[src/sv/pip3d_pkg.sv]
// Shared types and constants for the 3D point-in-polygon crossing test.
package pip3d_pkg;

    localparam int COORD_WIDTH_DEF = 24;

    typedef enum logic [1:0] {
        AXIS_DROP_X = 2'd0,
        AXIS_DROP_Y = 2'd1,
        AXIS_DROP_Z = 2'd2
    } t_axis;

endpackage

[src/sv/pip3d_axis_sel.sv]
// Dropped-axis choice from the largest normal magnitude, ties to x then y.
module pip3d_axis_sel #(
    parameter int COORD_WIDTH = pip3d_pkg::COORD_WIDTH_DEF
) (
    input  logic signed [COORD_WIDTH-1:0] i_normal_x,
    input  logic signed [COORD_WIDTH-1:0] i_normal_y,
    input  logic signed [COORD_WIDTH-1:0] i_normal_z,
    output pip3d_pkg::t_axis              o_axis
);
    import pip3d_pkg::*;

    logic [COORD_WIDTH-1:0] mag_x;
    logic [COORD_WIDTH-1:0] mag_y;
    logic [COORD_WIDTH-1:0] mag_z;

    assign mag_x = i_normal_x[COORD_WIDTH-1] ? (~i_normal_x + 1'b1) : i_normal_x;
    assign mag_y = i_normal_y[COORD_WIDTH-1] ? (~i_normal_y + 1'b1) : i_normal_y;
    assign mag_z = i_normal_z[COORD_WIDTH-1] ? (~i_normal_z + 1'b1) : i_normal_z;

    always_comb begin
        if (mag_x >= mag_y && mag_x >= mag_z) begin
            o_axis = AXIS_DROP_X;
        end else if (mag_y >= mag_x && mag_y >= mag_z) begin
            o_axis = AXIS_DROP_Y;
        end else begin
            o_axis = AXIS_DROP_Z;
        end
    end

endmodule

[config.mk]
export PLATFORM = sky130hd
export DESIGN_NAME = pip3d_axis_sel
export DESIGN_NICKNAME = d
export VERILOG_FILES = /design/src/sv/pip3d_pkg.sv /design/src/sv/pip3d_axis_sel.sv
export SDC_FILE = /design/constraint.sdc
export NUM_CORES = 1
export LEC_CHECK = 0
export ABC_AREA = 1
export BUFFER_PORTS_ARGS = -buffer_cell sky130_fd_sc_hd__clkbuf_2
export CORE_MARGIN = 1
export CORE_UTILIZATION = 60
export DETAILED_ROUTE_END_ITERATION = 6
export MAX_ROUTING_LAYER = met4
export PLACE_DENSITY = 0.86
export SLEW_MARGIN = 20
export SYNTH_ARGS = -nofsm -noshare
export SYNTH_HDL_FRONTEND = slang
export SYNTH_SLANG_ARGS = --single-unit
export TNS_END_PERCENT = 100
[constraint.sdc]
create_clock -name vclk -period 8.61
set_input_delay 1.722 -clock vclk [all_inputs]
set_output_delay 1.722 -clock vclk [all_outputs]
set_load 0.05 [all_outputs]
==> impl_metrics.env <==
export IMPL_vdd_ir_drop_worst_uv=69.9
export IMPL_status="complete, no violations"
export IMPL_max_clock_freq_mhz=148
export IMPL_initial_core_util_pct=62.7
export IMPL_total_wirelength_of_the_detailed_routed_design_mm=9.46
export IMPL_final_core_util_pct=70.1
export IMPL_critPathSlowestCell="or3b_2"
export IMPL_rsz0062_at_grt="false"
export IMPL_top_cells_by_instance_count_after_synthesis="nand2_1, inv_1, ha_1"
export IMPL_timing_hold_worst_class="input pin to primary output"
export IMPL_worstPathMaxFanout=6
export IMPL_tns_ps=0
export IMPL_timing_critical_path_required_ps=6890
export IMPL_numPortBuffers=74
export IMPL_postCtsSetupRepairBufs=0
export IMPL_worst_slew_slack_as_a_fraction_of_its_limit_pct=70.0
export IMPL_worst_setup_path_type="input pin to primary output"
export IMPL_grt_busiest_layer="met2"
export IMPL_via_count=4154
export IMPL_power_per_cell_area_nw_per_um2=66.1
export IMPL_area_contributors_post_synth="ha_1, nand2_1, inv_1, xor2_1, nor2_1"
export IMPL_dpl_cell_area_um2=4170
export IMPL_design_area_um2=4170
export IMPL_num_clock_buffers=0
export IMPL_core_area_um2=5960
export IMPL_max_slew_violation_count=0
export IMPL_post_drt_antenna_nets=0
export IMPL_synth_seq_area_share_pct=0
export IMPL_largest_net_degree_at_the_start_of_global_routing=24
export IMPL_fin_nets=862
export IMPL_antenna_cells=0
export IMPL_grt_pass1_wl_mm=15.6
export IMPL_area_of_the_mapped_netlist_um2=3730
export IMPL_gp_congestion=0.892
export IMPL_crit_path_max_incr_delay_ps=500
export IMPL_synthDominantAreaCellType="ha_1"
export IMPL_routed_via_density=5.21
export IMPL_groute_usage_overall_pct=30.6
export IMPL_timing_final_hold_violations=0
export IMPL_fin_crit_sh_pct=78.6
export IMPL_drtIter0Drc=164
export IMPL_die_area_um2=6540
export IMPL_period_needed_ps=6770
export IMPL_critPathArrivalTime_ps=5040
export IMPL_yosysWarnings=0
export IMPL_globalRouteOverflowTotal=0
export IMPL_leakagePower_nw=2.52
export IMPL_layout_sequential_cells=0
export IMPL_syn_mean_instance_area_um2=5.70
export IMPL_gr_usage_met3_pct=0.674
export IMPL_synth_most_common_cell="nand2_1"
export IMPL_area_growth_synth_to_final_pct=11.8
export IMPL_grt_util_met1_pct=39.9
export IMPL_cts_repair_resize_count=0
export IMPL_die_height_um=80.9
export IMPL_critical_path_startpoint_type="input pin"
export IMPL_initial_antenna_violation_count=0
export IMPL_design_portCount=74
export IMPL_grt_pass1_vias=3781
export IMPL_dr_pass1_iters=4
export IMPL_route_detailed_drc=0
export IMPL_global_route_usage_met2_pct=54.5
export IMPL_synth_fp_nets=792
export IMPL_synthCells=655
export IMPL_hpwl_mm=8.59
export IMPL_critPathCaptureType="primary output"
export IMPL_die_width_um=80.9
export IMPL_row_count=28
export IMPL_hold_ws_ps=4350
export IMPL_critical_path_top_delay_family="simple AND/OR/NAND/NOR gates"
export IMPL_yosys_area_top_type_share_pct=21.8
export IMPL_layout_drive_gt1_share_pct=19.5
export IMPL_worstPathBufferInverterCount=7
export IMPL_ff_latch_area_um2=0
export IMPL_wire_per_inst_um=11.9
export IMPL_worst_pin_slew_ps=446
export IMPL_setup_violations=0
export IMPL_cap_violations=0
export IMPL_cts_hold_fix_buffers=0
export IMPL_yosysUniqueCellTypes=38
-- layout by cell type (no fill, tap or decap), drive strengths merged --
master	instances
a211oi	3
a21boi	1
a21o	3
a21oi	27
a221oi	1
a31oi	2
and3	1
clkbuf	74
ha	65
inv	140
nand2	172
nand3	42
nand4	8
nor2	81
nor3	7
nor4	2
o211a	1
o211ai	1
o21a	3
o21ai	26
o21bai	3
o221ai	1
o31ai	5
o41ai	2
or3b	1
xnor2	6
xor2	45
-- worst paths after layout --
kind / depth (start not counted) / startpoint / end
max: 26 / i_normal_x[0] / o_axis[0]
min: 10 / i_normal_y[18] / o_axis[0]
-- per-stage QoR --
step | power [mW] | std cells | setup slack (ps)
floorplan | 0.199 | 655 | 2210
global placement | 0.261 | 798 | 1950
detailed placement | 0.272 | 798 | 1870
CTS | 0.274 | 798 | 1860
global route | 0.317 | 798 | 1410
finish | 0.276 | 798 | 1840
-- power by group --
part           internal, mW  switching (mW)  total [mW]
clock                     0               0           0
sequential                0               0           0
combinational         0.105           0.171       0.276
-- metal layers --
layer / vias to the layer above / routed length, um
met5: - / 0
met4: 0 / 44
met3: 4 / 369
met2: 105 / 4300
met1: 1840 / 4740
li1: 2205 / -
-- logic make-up (layout without fill, tap and decap cells) --
kind of cell             after synthesis  count (layout)  synth area share, %
AND/OR/NAND/NOR                      314             314                 38.8
buffers and inverters                146             214                 14.7
AO/OA/AOI/OAI                         79              79                 12.8
adder cells (fa/ha/maj)               65              65                 21.8
XOR/XNOR                              51              51                 12.0
-- layout make-up --
type	count	area (um2)
fill	549	1780
inverter	140	526
multi-input combinational	509	3180
tap	75	93.8
timing repair buffer	74	370
(Power assumes the default switching activity.)
